===== config.mk =====
export PLATFORM = sky130hd
export DESIGN_NAME = arosr_queue
export DESIGN_NICKNAME = d
export VERILOG_FILES = /design/src/arosr_pkg.sv /design/src/arosr_queue.sv
export SDC_FILE = /design/constraint.sdc
export NUM_CORES = 1
export LEC_CHECK = 0
export BUFFER_PORTS_ARGS = -buffer_cell sky130_fd_sc_hd__buf_2
export CAP_MARGIN = 10
export CELL_PAD_IN_SITES_DETAIL_PLACEMENT = 1
export CELL_PAD_IN_SITES_GLOBAL_PLACEMENT = 1
export CORE_ASPECT_RATIO = 0.8
export CORE_MARGIN = 5
export CORE_UTILIZATION = 25
export CTS_CLUSTER_DIAMETER = 200
export DETAILED_ROUTE_END_ITERATION = 10
export PLACE_DENSITY = 0.6
export SETUP_SLACK_MARGIN = 0.02
export SKIP_CTS_REPAIR_TIMING = 1
export SLEW_MARGIN = 20
export SYNTH_ARGS = -nofsm -noshare
export SYNTH_HDL_FRONTEND = slang
export SYNTH_SLANG_ARGS = --single-unit

===== constraint.sdc =====
create_clock -name clock -period 1.6 [get_ports clock]
set_input_delay 0.32 -clock clock [delete_from_list [all_inputs] [get_ports clock]]
set_output_delay 0.32 -clock clock [all_outputs]
set_load 0.01 [all_outputs]

===== src/arosr_pkg.sv =====
// ----------------------------------------------------------------------------
// arosr_pkg
// Shared constants, codes and helpers of the audio ring overrun-skip reader.
// ----------------------------------------------------------------------------
`timescale 1ns / 1ps
`default_nettype none

package arosr_pkg;

   localparam int DEF_CAPACITY_FRAMES = 1024;
   localparam int DEF_CHANNELS        = 2;
   localparam int DEF_MAX_READ_FRAMES = 32;
   localparam int QUEUE_DEPTH         = 4;

   localparam int SAMPLE_W    = 32;
   localparam int CURSOR_W    = 48;
   localparam int FRAMES_IN_W = 6;
   localparam int REQ_DATA_W  = 88;
   localparam int RSP_DATA_W  = 80;

   // Item kinds, as carried in the request tuser bit.
   localparam logic KIND_WRITE = 1'b0;
   localparam logic KIND_READ  = 1'b1;

   // Width of one entry of the queue between the front and back parts.
   function automatic int entry_w(input int cap, input int chans, input int max_rd);
      return 1 + SAMPLE_W + $clog2(cap * chans) + 2 * $clog2(max_rd + 1) + CURSOR_W;
   endfunction

endpackage

`default_nettype wire


===== src/arosr_queue.sv =====
// ----------------------------------------------------------------------------
// arosr_queue
// Short first-in first-out queue between the front and back parts.
// ----------------------------------------------------------------------------
`timescale 1ns / 1ps
`default_nettype none

module arosr_queue #(
   parameter int WIDTH = 8,
   parameter int DEPTH = arosr_pkg::QUEUE_DEPTH
) (
   input  logic             clock,
   input  logic             reset,
   input  logic             push_valid,
   output logic             push_ready,
   input  logic [WIDTH-1:0] push_data,
   output logic             pop_valid,
   input  logic             pop_ready,
   output logic [WIDTH-1:0] pop_data
);

   localparam int PW = $clog2(DEPTH);

   logic [WIDTH-1:0] slots_ff [DEPTH];
   logic [PW:0]      wr_ptr_ff, wr_ptr_in;
   logic [PW:0]      rd_ptr_ff, rd_ptr_in;
   logic             full, empty, push, pop;

   assign full  = (wr_ptr_ff[PW] != rd_ptr_ff[PW]) &&
                  (wr_ptr_ff[PW-1:0] == rd_ptr_ff[PW-1:0]);
   assign empty = (wr_ptr_ff == rd_ptr_ff);

   assign push_ready = !full;
   assign pop_valid  = !empty;
   assign push       = push_valid && !full;
   assign pop        = pop_ready && !empty;
   assign pop_data   = slots_ff[rd_ptr_ff[PW-1:0]];

   assign wr_ptr_in = push ? wr_ptr_ff + (PW + 1)'(1) : wr_ptr_ff;
   assign rd_ptr_in = pop  ? rd_ptr_ff + (PW + 1)'(1) : rd_ptr_ff;

   always_ff @(posedge clock) begin
      if (reset) begin
         wr_ptr_ff <= '0;
         rd_ptr_ff <= '0;
      end else begin
         wr_ptr_ff <= wr_ptr_in;
         rd_ptr_ff <= rd_ptr_in;
      end
   end

   always_ff @(posedge clock) begin
      if (push) begin
         slots_ff[wr_ptr_ff[PW-1:0]] <= push_data;
      end
   end

endmodule

`default_nettype wire


==> impl_metrics.py <==
metrics = {
    "timing": {
        "fin_hold_ws_ns": 0.246,
        "max-slew-margin-rel_pct": 82.3,
        "tightest_slew_ns": 0.263,
        "finalHoldViolCount": 0,
        "min_period_ns": 1.76,
        "fin_ws_ns": -0.160,
        "fin_crit_sh_pct": 110,
        "setup_viol": 9,
        "rsz0062_at_grt": "yes",
        "fmax_mhz": 568,
        "skew_ns": 0.00423,
        "drv_slew": 0,
    },
    "final_layout": {
        "fin_area_um2": 2320,
        "nNetsFinal": 170,
        "final_common_cell": "edfxtp_1",
        "syn2layout_area_growth_pct": 34.7,
        "antenna-diode-count": 0,
        "layout-drive-gt1-share_pct": 45.5,
        "n_fill_cell": 724,
        "final_cell_mix": "edfxtp_1 (32), buf_2 (15), buf_4 (13), mux4_2 (8), buf_6 (8)",
    },
    "setup_path": {
        "rrSetupSlack_ns": 0.10,
        "crit_path_start_kind": "flip-flop",
        "critPathMaxFanout": 8,
        "critPathArrivalTime_ns": 1.44,
        "setup.worst_path.class": "flip-flop to primary output",
        "r2r_start": "wr_ptr_ff[1]$_SDFFE_PP0P_",
        "end_kind": "primary output",
        "cp_data_required_time_ns": 1.28,
    },
    "grt": {
        "grt_pass1_vias": 1201,
        "antenna_found_initial": 0,
        "grt_pass1_wl_um": 6060,
        "grt_max_degree": 14,
        "globalRouteTotalUtil_pct": 9.36,
        "overflow": 0,
    },
    "clocking": {
        "max-clock-path-buffers": 2,
        "cts_tree": "done",
        "clkLatencyLatePin_ns": 0.29,
        "root_buffer": "clkbuf_8",
        "cts_buffers": 5,
        "clkSinkCount": 40,
        "cts.clk_slew.worst_paths_ns": 0.08,
        "htree_levels": 2,
    },
    "drt": {
        "routed_wl_um": 3920,
        "vias_per_cell": 4.48,
        "routed.top_layer": "met4",
        "firstDrtPassIters": 4,
        "avgRoutedWirePerCell_um": 16.3,
        "wl_met1_um": 1630,
        "drt_iter0_drc": 35,
        "wl_met3_um": 162,
        "via_count": 1080,
        "drc": 0,
        "ant_nets": 0,
        "met2_wirelength_um": 2090,
    },
    "synth": {
        "synth_area_per_cell_um2": 15.4,
        "syn_area_um2": 1720,
        "synthCells": 112,
        "ys_types": 26,
        "synth_fp_nets": 129,
        "yosys_register_bits": 40,
        "yosysSeqAreaShare_pct": 65.2,
        "yosysWarnings": 0,
    },
    "placement": {
        "dp_slack_ns": 0.0380,
        "place_area_um2": 2040,
        "gp_congestion": 0.738,
        "dp_hpwl_um": 2890,
        "port_buffers": 21,
    },
    "power": {
        "pwr-share-clk_pct": 20.2,
        "powerDensity_nw_per_um2": 1720,
        "leakage_nw": 0.818,
        "vdd_drop_max_uv": 601,
        "p_total_mw": 3.99,
        "netSwitchingFraction_pct": 31.8,
        "internal-power_mw": 2.72,
        "comb_power_share_pct": 41.8,
        "p_sw_mw": 1.27,
        "seqPwrFrac_pct": 38.0,
    },
    "hold_path": {
        "hp-start": "push_data[7]",
        "min_path_type": "primary input to flip-flop",
    },
    "floorplan": {
        "core_area_um2": 6790,
        "rows": 27,
        "die_x_um": 103,
        "die_y_um": 84.2,
        "die_area_um2": 8650,
        "io_pins": 22,
        "initial_core_util_pct": 25.3,
    },
    "job": {
        "max-cap-violations": 0,
    },
    "run_status": {
        "status": "complete, but fails checks",
        "violations": "setup timing",
    },
}
[final timing paths]
path,cells after the start,end
max,3,pop_data[2]
min,1,slots_ff[2][7]$_DFFE_PP_
max reg2reg,5,slots_ff[1][0]$_DFFE_PP_
min reg2reg,2,rd_ptr_ff[2]$_SDFFE_PP0P_
[metal layers]
| layer | track usage [%] | vias to the layer above |
|---|---|---|
| met5 | 0 | - |
| met4 | 2.12 | 0 |
| met3 | 3.16 | 6 |
| met2 | 16.5 | 21 |
| met1 | 11.0 | 537 |
| li1 | - | 516 |
[state kept, by name (all words and copies together) (netlist names), named ones only]
register   count
rd_ptr_ff      3
slots_ff      32
wr_ptr_ff      3
[layout make-up]
| cell class | instances | area (um2) | area share [%] |
|---|---|---|---|
| clock buffers | 5 | 68.8 | 2.97 |
| clock inverters | 3 | 42.5 | 1.84 |
| inverters | 4 | 15.0 | 0.648 |
| multi-input cells | 63 | 623 | 26.9 |
| flip-flops and latches | 40 | 1140 | 49.0 |
| well taps | 87 | 109 | 4.70 |
| repair buffers | 39 | 323 | 13.9 |
[cell families (layout without fill, tap and decap cells)]
| group | count (synthesis) | after routing | share of synthesized area (%) |
|---|---|---|---|
| AO/OA/AOI/OAI | 16 | 16 | 6.04 |
| XOR/XNOR | 6 | 6 | 3.06 |
| adder cells (fa/ha/maj) | 5 | 5 | 3.64 |
| buffers and inverters | 9 | 51 | 2.54 |
| flip-flops | 40 | 40 | 65.2 |
| multiplexers | 8 | 8 | 10.5 |
| AND/OR/NAND/NOR | 28 | 28 | 9.09 |
[metrics by stage]
| step | cells | TNS [ns] | utilization (%) |
|---|---|---|---|
| final | 241 | -1.15 | 34.1 |
| after global routing | 241 | -1.69 | 34.1 |
| after CTS | 236 | -2.07 | 31.7 |
| after detailed placement | 228 | 0 | 30.1 |
| after global placement | 228 | 0 | 30.1 |
| after floorplan | 112 | 0 | - |
[power by group through the flow]
stage / clock [mW] / combinational, mW / sequential (mW)
6_report: 0.806 / 1.67 / 1.52
5_1_grt: 0.888 / 1.80 / 1.54
4_1_cts: 0.847 / 1.35 / 1.48
3_5_place_dp: 0 / 1.35 / 1.50
3_3_place_gp: 0 / 1.30 / 1.49
2_1_floorplan: 0 / 0.790 / 1.42
[critical path, cell delays in order, from the launching register on]
cell and delay, ns:
dfxtp_2 0.34, buf_12 0.14, mux4_2 0.53, buf_6 0.14
[Yosys cell counts (all sizes together)]
master,count,share of area (%)
a211o,2,1.0
a21oi,3,0.87
a31oi,3,1.1
a41oi,2,1.0
and2,3,1.1
and3,1,0.36
buf,4,1.5
clkbuf,1,0.22
dfxtp,8,9.3
edfxtp,32,56
ha,5,3.6
inv,4,0.87
mux4,8,10
nand2,6,1.3
nand3,6,1.7
nand4,4,1.5
nor2,1,0.22
nor2b,2,0.73
nor3b,4,1.7
o211ai,2,0.87
o21ai,4,1.2
or4,1,0.44
xnor2,3,1.5
xor2,3,1.5
Note: power is estimated with default switching activity, not from simulation.
