==> config.mk <==
export PLATFORM = sky130hd
export DESIGN_NAME = arosr_front
export DESIGN_NICKNAME = d
export VERILOG_FILES = /design/src/arosr_pkg.sv /design/src/arosr_front.sv
export SDC_FILE = /design/constraint.sdc
export NUM_CORES = 1
export LEC_CHECK = 0
export BUFFER_PORTS_ARGS = -buffer_cell sky130_fd_sc_hd__clkbuf_2
export CORE_ASPECT_RATIO = 0.75
export CORE_MARGIN = 3
export CORE_UTILIZATION = 30
export CTS_CLUSTER_SIZE = 40
export DETAILED_ROUTE_END_ITERATION = 16
export MAX_ROUTING_LAYER = met4
export PLACE_DENSITY = 0.53
export SLEW_MARGIN = 5
export SYNTH_ARGS = -nofsm -noshare
export SYNTH_HDL_FRONTEND = slang
export SYNTH_SLANG_ARGS = --single-unit
==> constraint.sdc <==
create_clock -name clock -period 18.7 [get_ports clock]
set_input_delay 0.935 -clock clock [delete_from_list [all_inputs] [get_ports clock]]
set_output_delay 0.935 -clock clock [all_outputs]
set_load 0.03 [all_outputs]
==> src/arosr_pkg.sv <==
// ----------------------------------------------------------------------------
// arosr_pkg
// Shared constants, codes and helpers of the audio ring overrun-skip reader.
// ----------------------------------------------------------------------------
`timescale 1ns / 1ps
`default_nettype none

package arosr_pkg;

   localparam int DEF_CAPACITY_FRAMES = 1024;
   localparam int DEF_CHANNELS        = 2;
   localparam int DEF_MAX_READ_FRAMES = 32;
   localparam int QUEUE_DEPTH         = 4;

   localparam int SAMPLE_W    = 32;
   localparam int CURSOR_W    = 48;
   localparam int FRAMES_IN_W = 6;
   localparam int REQ_DATA_W  = 88;
   localparam int RSP_DATA_W  = 80;

   // Item kinds, as carried in the request tuser bit.
   localparam logic KIND_WRITE = 1'b0;
   localparam logic KIND_READ  = 1'b1;

   // Width of one entry of the queue between the front and back parts.
   function automatic int entry_w(input int cap, input int chans, input int max_rd);
      return 1 + SAMPLE_W + $clog2(cap * chans) + 2 * $clog2(max_rd + 1) + CURSOR_W;
   endfunction

endpackage

`default_nettype wire

==> src/arosr_front.sv <==
// ----------------------------------------------------------------------------
// arosr_front
// Accepts items, tracks the writer position and works out each read's plan.
// ----------------------------------------------------------------------------
`timescale 1ns / 1ps
`default_nettype none

module arosr_front #(
   parameter int CAPACITY_FRAMES = arosr_pkg::DEF_CAPACITY_FRAMES,
   parameter int CHANNELS        = arosr_pkg::DEF_CHANNELS,
   parameter int MAX_READ_FRAMES = arosr_pkg::DEF_MAX_READ_FRAMES
) (
   input  logic                               clock,
   input  logic                               reset,
   input  logic                               accept_en,
   input  logic                               in_valid,
   output logic                               in_ready,
   input  logic                               in_func,
   input  logic [arosr_pkg::SAMPLE_W-1:0]     in_sample,
   input  logic [arosr_pkg::CURSOR_W-1:0]     in_cursor,
   input  logic [arosr_pkg::FRAMES_IN_W-1:0]  in_frames,
   output logic                               push_valid,
   input  logic                               push_ready,
   output logic [arosr_pkg::entry_w(CAPACITY_FRAMES, CHANNELS, MAX_READ_FRAMES)-1:0]
                                              push_data
);
   import arosr_pkg::*;

   localparam int SW = $clog2(CAPACITY_FRAMES);
   localparam int AW = $clog2(CAPACITY_FRAMES * CHANNELS);
   localparam int CW = (CHANNELS > 1) ? $clog2(CHANNELS) : 1;
   localparam int RW = $clog2(MAX_READ_FRAMES + 1);
   localparam int VW = $clog2(CAPACITY_FRAMES + 1);
   localparam int MW = (VW > RW) ? VW : RW;

   localparam logic [SW-1:0]         LAST_SLOT = SW'(CAPACITY_FRAMES - 1);
   localparam logic [AW-1:0]         LAST_WORD = AW'(CAPACITY_FRAMES * CHANNELS - 1);
   localparam logic [CW-1:0]         LAST_CH   = CW'(CHANNELS - 1);
   localparam logic [CURSOR_W:0]     CAP_WIDE  = (CURSOR_W + 1)'(CAPACITY_FRAMES);
   localparam logic [CURSOR_W-1:0]   CAP_CUR   = CURSOR_W'(CAPACITY_FRAMES);
   localparam logic [VW-1:0]         CAP_V     = VW'(CAPACITY_FRAMES);
   localparam logic [VW:0]           CAP_VX    = (VW + 1)'(CAPACITY_FRAMES);
   localparam logic [FRAMES_IN_W:0]  MAX_REQ   = (FRAMES_IN_W + 1)'(MAX_READ_FRAMES);

   typedef struct packed {
      logic                kind;
      logic [SAMPLE_W-1:0] sample;
      logic [AW-1:0]       addr;
      logic [RW-1:0]       frames;
      logic [RW-1:0]       to_read;
      logic [CURSOR_W-1:0] cursor;
   } entry_type;

   // Writer position.
   logic [CURSOR_W-1:0] total_ff, total_in;
   logic [SW-1:0]       wslot_ff, wslot_in;
   logic [AW-1:0]       wptr_ff, wptr_in;
   logic [CW-1:0]       chan_ff, chan_in;

   // Stage one: the accepted item with a snapshot of the writer position.
   logic                s1_valid_ff, s1_valid_in;
   logic                s1_func_ff;
   logic [SAMPLE_W-1:0] s1_sample_ff;
   logic [AW-1:0]       s1_waddr_ff;
   logic [CURSOR_W-1:0] s1_cursor_ff;
   logic [FRAMES_IN_W-1:0] s1_frames_ff;
   logic [CURSOR_W-1:0] s1_total_ff;
   logic [SW-1:0]       s1_wslot_ff;

   // Stage two: clamped request, frames available and the adjusted cursor.
   logic                s2_valid_ff, s2_valid_in;
   logic                s2_func_ff;
   logic [SAMPLE_W-1:0] s2_sample_ff;
   logic [AW-1:0]       s2_waddr_ff;
   logic [RW-1:0]       s2_frames_ff, s2_frames_in;
   logic [VW-1:0]       s2_avail_ff, s2_avail_in;
   logic [CURSOR_W-1:0] s2_base_ff, s2_base_in;
   logic [SW-1:0]       s2_wslot_ff;

   logic in_fire, s1_open, s2_open;
   logic [FRAMES_IN_W:0] req_clamped;
   logic [CURSOR_W:0]    lag;
   logic                 behind, jump;
   logic [MW-1:0]        frames_m, avail_m, to_read_m;
   logic [RW-1:0]        to_read;
   logic [VW:0]          slot_diff, slot_fix;
   entry_type            entry;

   assign s2_open  = !s2_valid_ff || push_ready;
   assign s1_open  = !s1_valid_ff || s2_open;
   assign in_ready = accept_en && s1_open;
   assign in_fire  = in_valid && in_ready;

   // Writer position advances as the write transaction is taken.
   always_comb begin
      total_in = total_ff;
      wslot_in = wslot_ff;
      wptr_in  = wptr_ff;
      chan_in  = chan_ff;
      if (in_fire && in_func == KIND_WRITE) begin
         wptr_in = (wptr_ff == LAST_WORD) ? '0 : wptr_ff + AW'(1);
         if (chan_ff == LAST_CH) begin
            chan_in  = '0;
            total_in = total_ff + CURSOR_W'(1);
            if (total_ff == '1) begin
               // The frame count wrapped, so slot and word restart with it.
               wslot_in = '0;
               wptr_in  = '0;
            end else begin
               wslot_in = (wslot_ff == LAST_SLOT) ? '0 : wslot_ff + SW'(1);
            end
         end else begin
            chan_in = chan_ff + CW'(1);
         end
      end
   end

   always_comb begin
      s1_valid_in = s1_valid_ff;
      if (s1_open) begin
         s1_valid_in = in_fire;
      end
      s2_valid_in = s2_valid_ff;
      if (s2_open) begin
         s2_valid_in = s1_valid_ff;
      end
   end

   always_ff @(posedge clock) begin
      if (reset) begin
         total_ff    <= '0;
         wslot_ff    <= '0;
         wptr_ff     <= '0;
         chan_ff     <= '0;
         s1_valid_ff <= 1'b0;
         s2_valid_ff <= 1'b0;
      end else begin
         total_ff    <= total_in;
         wslot_ff    <= wslot_in;
         wptr_ff     <= wptr_in;
         chan_ff     <= chan_in;
         s1_valid_ff <= s1_valid_in;
         s2_valid_ff <= s2_valid_in;
      end
   end

   always_ff @(posedge clock) begin
      if (in_fire) begin
         s1_func_ff   <= in_func;
         s1_sample_ff <= in_sample;
         s1_waddr_ff  <= wptr_ff;
         s1_cursor_ff <= in_cursor;
         s1_frames_ff <= in_frames;
         s1_total_ff  <= total_ff;
         s1_wslot_ff  <= wslot_ff;
      end
   end

   // Stage one: the request is clamped to 1 to MAX_READ_FRAMES frames, and a cursor
   // more than a full ring behind skips forward to the oldest frame still held.
   always_comb begin
      req_clamped = {1'b0, s1_frames_ff};
      if (req_clamped == '0) begin
         req_clamped = (FRAMES_IN_W + 1)'(1);
      end
      if (req_clamped > MAX_REQ) begin
         req_clamped = MAX_REQ;
      end
      s2_frames_in = req_clamped[RW-1:0];

      lag    = {1'b0, s1_total_ff} - {1'b0, s1_cursor_ff};
      behind = lag[CURSOR_W];
      jump   = !behind && (lag > CAP_WIDE);
      if (behind) begin
         s2_avail_in = '0;
      end else if (jump) begin
         s2_avail_in = CAP_V;
      end else begin
         s2_avail_in = lag[VW-1:0];
      end
      s2_base_in = jump ? (s1_total_ff - CAP_CUR) : s1_cursor_ff;
   end

   always_ff @(posedge clock) begin
      if (s1_valid_ff && s2_open) begin
         s2_func_ff   <= s1_func_ff;
         s2_sample_ff <= s1_sample_ff;
         s2_waddr_ff  <= s1_waddr_ff;
         s2_frames_ff <= s2_frames_in;
         s2_avail_ff  <= s2_avail_in;
         s2_base_ff   <= s2_base_in;
         s2_wslot_ff  <= s1_wslot_ff;
      end
   end

   // Stage two: frames actually read, the returned cursor and the ring slot
   // of the first frame (the writer slot stepped back by the frames held).
   always_comb begin
      frames_m  = MW'(s2_frames_ff);
      avail_m   = MW'(s2_avail_ff);
      to_read_m = (frames_m < avail_m) ? frames_m : avail_m;
      to_read   = to_read_m[RW-1:0];

      slot_diff = (VW + 1)'(s2_wslot_ff) - (VW + 1)'(s2_avail_ff);
      slot_fix  = slot_diff[VW] ? (slot_diff + CAP_VX) : slot_diff;

      entry.kind    = s2_func_ff;
      entry.sample  = s2_sample_ff;
      entry.addr    = (s2_func_ff == KIND_WRITE) ? s2_waddr_ff : AW'(slot_fix[SW-1:0]);
      entry.frames  = s2_frames_ff;
      entry.to_read = to_read;
      entry.cursor  = s2_base_ff + CURSOR_W'(to_read);
   end

   assign push_valid = s2_valid_ff;
   assign push_data  = entry;

endmodule

`default_nettype wire

==> flow_metrics.env, run 1 <==
export IMPL_min_path_type="reg -> reg"
export IMPL_io_pins=198
export IMPL_grt_pass1_wl_mm=76.7
export IMPL_setup_tns_final_ps=0
export IMPL_antenna_left=0
export IMPL_yosysSeqAreaShare_pct=54.0
export IMPL_wl_met2_mm=19.8
export IMPL_hold_buffers=0
export IMPL_synthToLayoutAreaGrowth_pct=17.2
export IMPL_worst_clock_skew_ps=30.3
export IMPL_switching_power_mw=0.476
export IMPL_dr_wl_met3_mm=3.39
export IMPL_syn_area_per_cell_um2=10.9
export IMPL_clock_latency_ps=570
export IMPL_overflow=0
export IMPL_synth_area_top_cells="edfxtp_1 46%, dfxtp_1 8.0%, ha_1 5.0%"
export IMPL_synthesis_nets=1814
export IMPL_final_cells=2654
export IMPL_grt_max_degree=159
export IMPL_hold_start="s1_sample_ff[13]"
export IMPL_synth_top_area_cell="edfxtp_1"
export IMPL_finalCriticalPeriod_ps=7700
export IMPL_htreeDepth=2
export IMPL_dp_hpwl_mm=39.1
export IMPL_cp_data_arrival_time_ps=6770
export IMPL_antenna_found_initial=1
export IMPL_synthFlopType="edfxtp_1"
export IMPL_placed_cells=2584
export IMPL_status="completed"
export IMPL_clk_pin_slew_worst_paths_ps=60
export IMPL_power_share_clock_pct=40.7
export IMPL_ctsLongestPathBuffers=3
export IMPL_fillers=5798
export IMPL_drive_gt1_share_pct=15.7
export IMPL_grt_use_total_pct=16.3
export IMPL_pwr_share_seq_pct=47.9
export IMPL_worst_pin_slew_ps=984
export IMPL_die_h_um=218
export IMPL_core_um2=58300
export IMPL_drtIter0Drc=1005
export IMPL_p_leak_nw=7.81
export IMPL_crit_fanout=6
export IMPL_r2r_start="s1_cursor_ff[0]"
export IMPL_grt_pass1_vias=12500
export IMPL_cts_setup_buffers=0
export IMPL_dp_slack_ps=11510
export IMPL_period_share_pct=41.2
export IMPL_numCtsBuffers=38
export IMPL_io_buffers=197
export IMPL_ys_warn_count=0
export IMPL_power_density_nw_per_um2=86.8
export IMPL_cts_resized=0
export IMPL_floorplan_die_area_um2=62800
export IMPL_p_int_mw=1.35
export IMPL_setup_slack_ps=11000
export IMPL_syn_inst=1647
export IMPL_synth_top_area_share_pct=46.0
export IMPL_ir_worst_vdd_v=0.0000544
export IMPL_pwr_share_comb_pct=11.4
export IMPL_synth_cell_types=76
export IMPL_wire_per_inst_um=18.9
export IMPL_netlist_top_cells_count="275 x edfxtp_1, 153 x nor2_1, 141 x nand2_1, 95 x a21oi_1, 90 x xnor2_1"
export IMPL_die_w_um=288
export IMPL_diodes=0
export IMPL_clockRootBuffer="clkbuf_16"
export IMPL_grt_setup_unrepaired="false"
export IMPL_post_route_drc_count=0
export IMPL_first_pass_iters=5
export IMPL_slew_viol_final=0
export IMPL_dr_max_layer_used="met4"
export IMPL_fmax_mhz=130
export IMPL_cts_sinks=347
export IMPL_hold_viol=0
export IMPL_wl_met1_mm=26.2
export IMPL_cp_required_ps=17770
export IMPL_fin_area_um2=21000
export IMPL_ys_ff_latch=347
export IMPL_start_util_pct=30.8
export IMPL_via_per_inst=4.90
export IMPL_routabilityCongestion=0.969
export IMPL_setup_viol=0
export IMPL_synth_edf_count=275
export IMPL_max_cap_violations=0
export IMPL_power_share_switching_pct=26.1
export IMPL_final_nets=2011
export IMPL_crit_path_end_kind="primary output"
export IMPL_wirelength_mm=50.2
export IMPL_tritoncts="yes"
export IMPL_max_slew_margin_rel_pct=33.9
export IMPL_place_area_um2=19800
export IMPL_crit_type="reg -> out"
export IMPL_startpoint_type="flip-flop"
export IMPL_synth_area_um2=18000
export IMPL_crit_path_start="avail_m[1]"
export IMPL_synthArstFlopShare_pct=0
export IMPL_fp_row_count=76
export IMPL_vias=13000
export IMPL_post_synth_top_count_cell="edfxtp_1"
[worst max-delay path: stages, from the launching register on]
cell	delay, ps
edfxtp_1	400
inv_1	80
ha_1	270
a21o_1	110
a21oi_1	60
nor2b_1	110
o21ai_0	80
nand2b_1	80
a21oi_1	60
nor3_1	750
mux2i_1	430
inv_1	120
ha_1	310
a21o_1	110
a21oi_1	90
o21ai_0	160
a21o_1	170
a21oi_1	140
nor4_1	750
nand2_1	270
nor3_1	660
nand2_1	160
or3_1	430
xnor2_1	170
clkbuf_2	230
[stage by stage]
step                      hold WS (ps)  utilization, %  power [mW]
after floorplan                    400               -        1.03
after global placement             400            34.0        1.10
after detailed placement           405            34.0        1.10
after CTS                          414            36.1        1.85
after global routing               414            36.1        1.91
final                              413            36.1        1.83
[power by group through the flow]
stage          logic [mW]  clock network (mW)  registers (mW)
6_report            0.208               0.743           0.875
5_1_grt             0.227               0.803           0.877
4_1_cts             0.207               0.769           0.875
3_5_place_dp        0.206                   0           0.891
3_3_place_gp        0.207                   0           0.891
2_1_floorplan       0.135                   0           0.894
[state kept, by name (all words and copies together), names as in the netlist, 32 cells and up]
| signal | count |
|---|---|
| s2_sample_ff | 32 |
| s1_total_ff | 48 |
| s1_sample_ff | 32 |
| s2_base_ff | 48 |
| s1_cursor_ff | 48 |
| total_ff | 48 |
[cell type report]
class | instances | area, um^2 | area share [%]
clock buffer | 42 | 966 | 4.59
timing repair buffer | 203 | 1040 | 4.96
tap | 780 | 976 | 4.64
clock inverter | 28 | 274 | 1.30
multi-input combinational | 1167 | 7750 | 36.9
inverter | 87 | 327 | 1.55
sequential | 347 | 9700 | 46.1
[cells by family after synthesis]
logic type / after synthesis / share of synthesized area [%]
muxes: 67 / 3.88
and+or+nand+nor: 580 / 16.1
adders and majority gates: 75 / 5.35
xor gates and xnor gates: 164 / 8.00
AOI/OAI and AO/OA: 281 / 9.68
buffers and inverters: 133 / 2.94
DFF: 347 / 54.0
[path summary, 6_finish.rpt]
| path | to | slack [ps] | depth (start not counted) |
|---|---|---|---|
| min reg2reg | s2_sample_ff[13] | 410 | 0 |
| max reg2reg | s2_base_ff[23] | 12890 | 14 |
| min | s2_sample_ff[13] | 410 | 0 |
| max | push_data[47] | 11000 | 24 |
[routing by layer]
layer,track usage (%),up-vias
li1,-,6402
met1,25.5,6246
met2,21.6,311
met3,2.92,46
met4,3.63,0
met5,-,-
[cells in the final DEF (no fill, tap or decap), drive strengths merged, types with 21 or more instances in the layout]
cell and n:
clkbuf 239, edfxtp 275, and3 24, nor2 153
clkinv 22, nand4 43, inv 90, ha 72
mux2 21, xor2 74, nand2b 21, nand3 48
xnor2 90, nor3 41, a21oi 96, nand2 142
nor4 23, a21o 28, dfxtp 72, o21ai 71
mux2i 46
(Power assumes the default switching activity.)
==> run 2, diff against run 1 <==
--- a/config.mk
+++ b/config.mk
@@ -5,6 +5,7 @@
 export SDC_FILE = /design/constraint.sdc
 export NUM_CORES = 1
 export LEC_CHECK = 0
+export ABC_AREA = 1
 export BUFFER_PORTS_ARGS = -buffer_cell sky130_fd_sc_hd__clkbuf_2
 export CORE_ASPECT_RATIO = 0.75
 export CORE_MARGIN = 3
==> constraint.sdc (replaced) <==
create_clock -name clock -period 7.6 [get_ports clock]
set_input_delay 0.38 -clock clock [delete_from_list [all_inputs] [get_ports clock]]
set_output_delay 0.38 -clock clock [all_outputs]
set_load 0.03 [all_outputs]
==> flow_metrics.env, run 2 <==
export IMPL_vias=17000
export IMPL_setup_viol=0
export IMPL_grt_pass1_wl_mm=95.7
export IMPL_ys_ff_latch=347
export IMPL_min_path_type="in -> reg"
export IMPL_startpoint_type="flip-flop"
export IMPL_min_path_cells=1
export IMPL_reg2reg_slack_ps=3080
export IMPL_final_common_cell="nand2_1"
export IMPL_cp_required_ps=7220
export IMPL_cts_resized=0
export IMPL_fmax_mhz=172
export IMPL_routabilityCongestion=0.980
export IMPL_via_per_inst=4.69
export IMPL_clk_pin_slew_worst_paths_ps=60
export IMPL_synth_cell_types=53
export IMPL_grt_setup_unrepaired="false"
export IMPL_ctsLongestPathBuffers=3
export IMPL_drtIter0Drc=1331
export IMPL_whs_endpoint="s1_cursor_ff[1]"
export IMPL_synth_edf_count=275
export IMPL_fp_row_count=80
export IMPL_yosysSeqAreaShare_pct=48.9
export IMPL_crit_path_end_kind="primary output"
export IMPL_cts_sinks=347
export IMPL_dp_hpwl_mm=50.3
export IMPL_cts_setup_buffers=0
export IMPL_die_h_um=229
export IMPL_period_share_pct=76.7
export IMPL_grt_use_total_pct=18.6
export IMPL_synth_top_area_cell="edfxtp_1"
export IMPL_max_slew_margin_rel_pct=37.2
export IMPL_tritoncts="yes"
export IMPL_finalCriticalPeriod_ps=5830
export IMPL_synthesis_nets=2612
export IMPL_timing_rr_end="s2_base_ff[27]"
export IMPL_placed_cells=3480
export IMPL_hold_buffers=79
export IMPL_syn_area_per_cell_um2=8.11
export IMPL_final_cell_mix="659 x nand2_1, 406 x inv_1, 275 x edfxtp_1"
export IMPL_synth_area_top_cells="edfxtp_1 42%, nand2_1 12%, inv_1 7.7%"
export IMPL_power_density_nw_per_um2=196
export IMPL_final_cells=3629
export IMPL_slew_viol_final=0
export IMPL_netlist_top_cells_count="659 x nand2_1, 407 x inv_1, 275 x edfxtp_1, 247 x nor2_1, 166 x nand3_1"
export IMPL_hold_viol=0
export IMPL_overflow=0
export IMPL_ys_warn_count=0
export IMPL_cp_data_arrival_time_ps=5450
export IMPL_crit_type="reg -> out"
export IMPL_die_w_um=303
export IMPL_io_buffers=197
export IMPL_antenna_left=0
export IMPL_drive_gt1_share_pct=11.0
export IMPL_status="completed"
export IMPL_grt_max_degree=89
export IMPL_setup_tns_final_ps=0
export IMPL_max_cap_violations=0
export IMPL_numCtsBuffers=38
export IMPL_clock_latency_ps=570
export IMPL_synthArstFlopShare_pct=0
export IMPL_antenna_found_initial=2
export IMPL_post_synth_top_count_cell="nand2_1"
export IMPL_synth_area_um2=19800
export IMPL_first_pass_iters=5
export IMPL_worst_clock_skew_ps=24.7
export IMPL_synth_top_area_share_pct=41.7
export IMPL_start_util_pct=30.7
export IMPL_ir_worst_vdd_v=0.000117
export IMPL_hold_start="in_cursor[1]"
export IMPL_final_nets=2905
export IMPL_grt_pass1_vias=16300
export IMPL_io_pins=198
export IMPL_synthToLayoutAreaGrowth_pct=20.5
export IMPL_p_leak_nw=10.3
export IMPL_wire_per_inst_um=17.3
export IMPL_floorplan_die_area_um2=69200
export IMPL_crit_fanout=12
export IMPL_wirelength_mm=62.7
export IMPL_synthFlopType="edfxtp_1"
export IMPL_worst_pin_slew_ps=942
export IMPL_clockRootBuffer="clkbuf_16"
export IMPL_post_route_drc_count=0
export IMPL_syn_inst=2445
export IMPL_htreeDepth=2
export IMPL_r2r_start="s1_total_ff[1]"
export IMPL_core_um2=64500
export IMPL_r2r_cells=21
[run 2: cell count changes in the layout (fill, tap and decap cells not counted), sizes merged, moves of 21 or more]
cell	previous run	this run
nand3	48	168
dlygate4sd3	0	79
xnor2	90	38
a21oi	96	121
nand2b	21	0
mux2	21	0
nor2	153	256
inv	90	413
a21o	28	0
nor3	41	78
nand2	142	671
mux2i	46	0
[run 2: worst max-delay path: stages, from the launching register on]
cell      delay [ps]
edfxtp_1         380
inv_1            110
ha_1             290
nand3_1           70
nand2_1           60
a21oi_1           80
o21bai_1         130
a21oi_1           80
nor2_1           550
nand2_1           90
o21ai_0          140
ha_1             220
inv_1             60
fa_1             420
o21ai_2          200
a21boi_1         140
nor2_2           180
nand2_1          120
nor3_4           230
nand3_2          130
nor3_1           270
nand3b_1         270
nor2_1           230
nand2_1          100
xnor2_1          130
clkbuf_2         220
[run 2: report_power, final]
group          total, mW  internal, mW  switching (mW)
sequential          2.16          2.11          0.0435
clock               1.93          1.14           0.783
combinational      0.603         0.191           0.413
total               4.69          3.45            1.24
[run 2: cells by family (layout without fill, tap and decap cells)]
group	count (synthesis)	count (layout)	share of synthesized area [%]
other cells	0	1	0
simple gates	1272	1272	27.6
compound gates	214	214	5.86
buf+inv	445	767	8.71
fa+ha+maj	75	75	4.85
xor+xnor	92	92	4.07
flops	347	347	48.9
[run 2: worst max-delay path by stage]
stage                from            end  slack (ps)  cells after the start
2_1_floorplan  push_valid     avail_m[0]         740                      1
3_3_place_gp   avail_m[1]  push_data[44]        2400                     25
3_5_place_dp   avail_m[1]  push_data[44]        2330                     25
4_1_cts        avail_m[1]  push_data[44]        1700                     25
5_1_grt        avail_m[1]  push_data[44]        1150                     25
6_report       avail_m[1]  push_data[44]        1770                     25
[run 2: layout make-up]
class	count	area, um^2
diodes	1	2.50
clock buffers	48	988
clock inverters	21	304
fillers	6690	40600
inverters	414	1560
multi-input cells	1653	8420
flip-flops and latches	347	9700
well taps	861	1080
repair buffers	284	1840
[run 2: layer usage]
layer	wire length, um	GRT usage, %	share of wire, %
met1	32600	28.8	52
met2	25000	25.3	40
met3	4180	2.99	6.7
met4	873	3.24	1.4
met5	0	-	0
[run 2: stage by stage]
| stage | util (%) | total power [mW] | setup slack, ps | instance area [um^2] | hold slack (ps) |
|---|---|---|---|---|---|
| floorplan | - | 2.56 | 736 | 19800 | 400 |
| global placement | 33.8 | 2.76 | 2400 | 21800 | 400 |
| detailed placement | 33.8 | 2.76 | 2330 | 21800 | 405 |
| CTS | 37.0 | 4.76 | 1700 | 23900 | 2.70 |
| global route | 37.0 | 4.91 | 1150 | 23900 | 2.35 |
| finish | 37.1 | 4.69 | 1770 | 23900 | 36.2 |
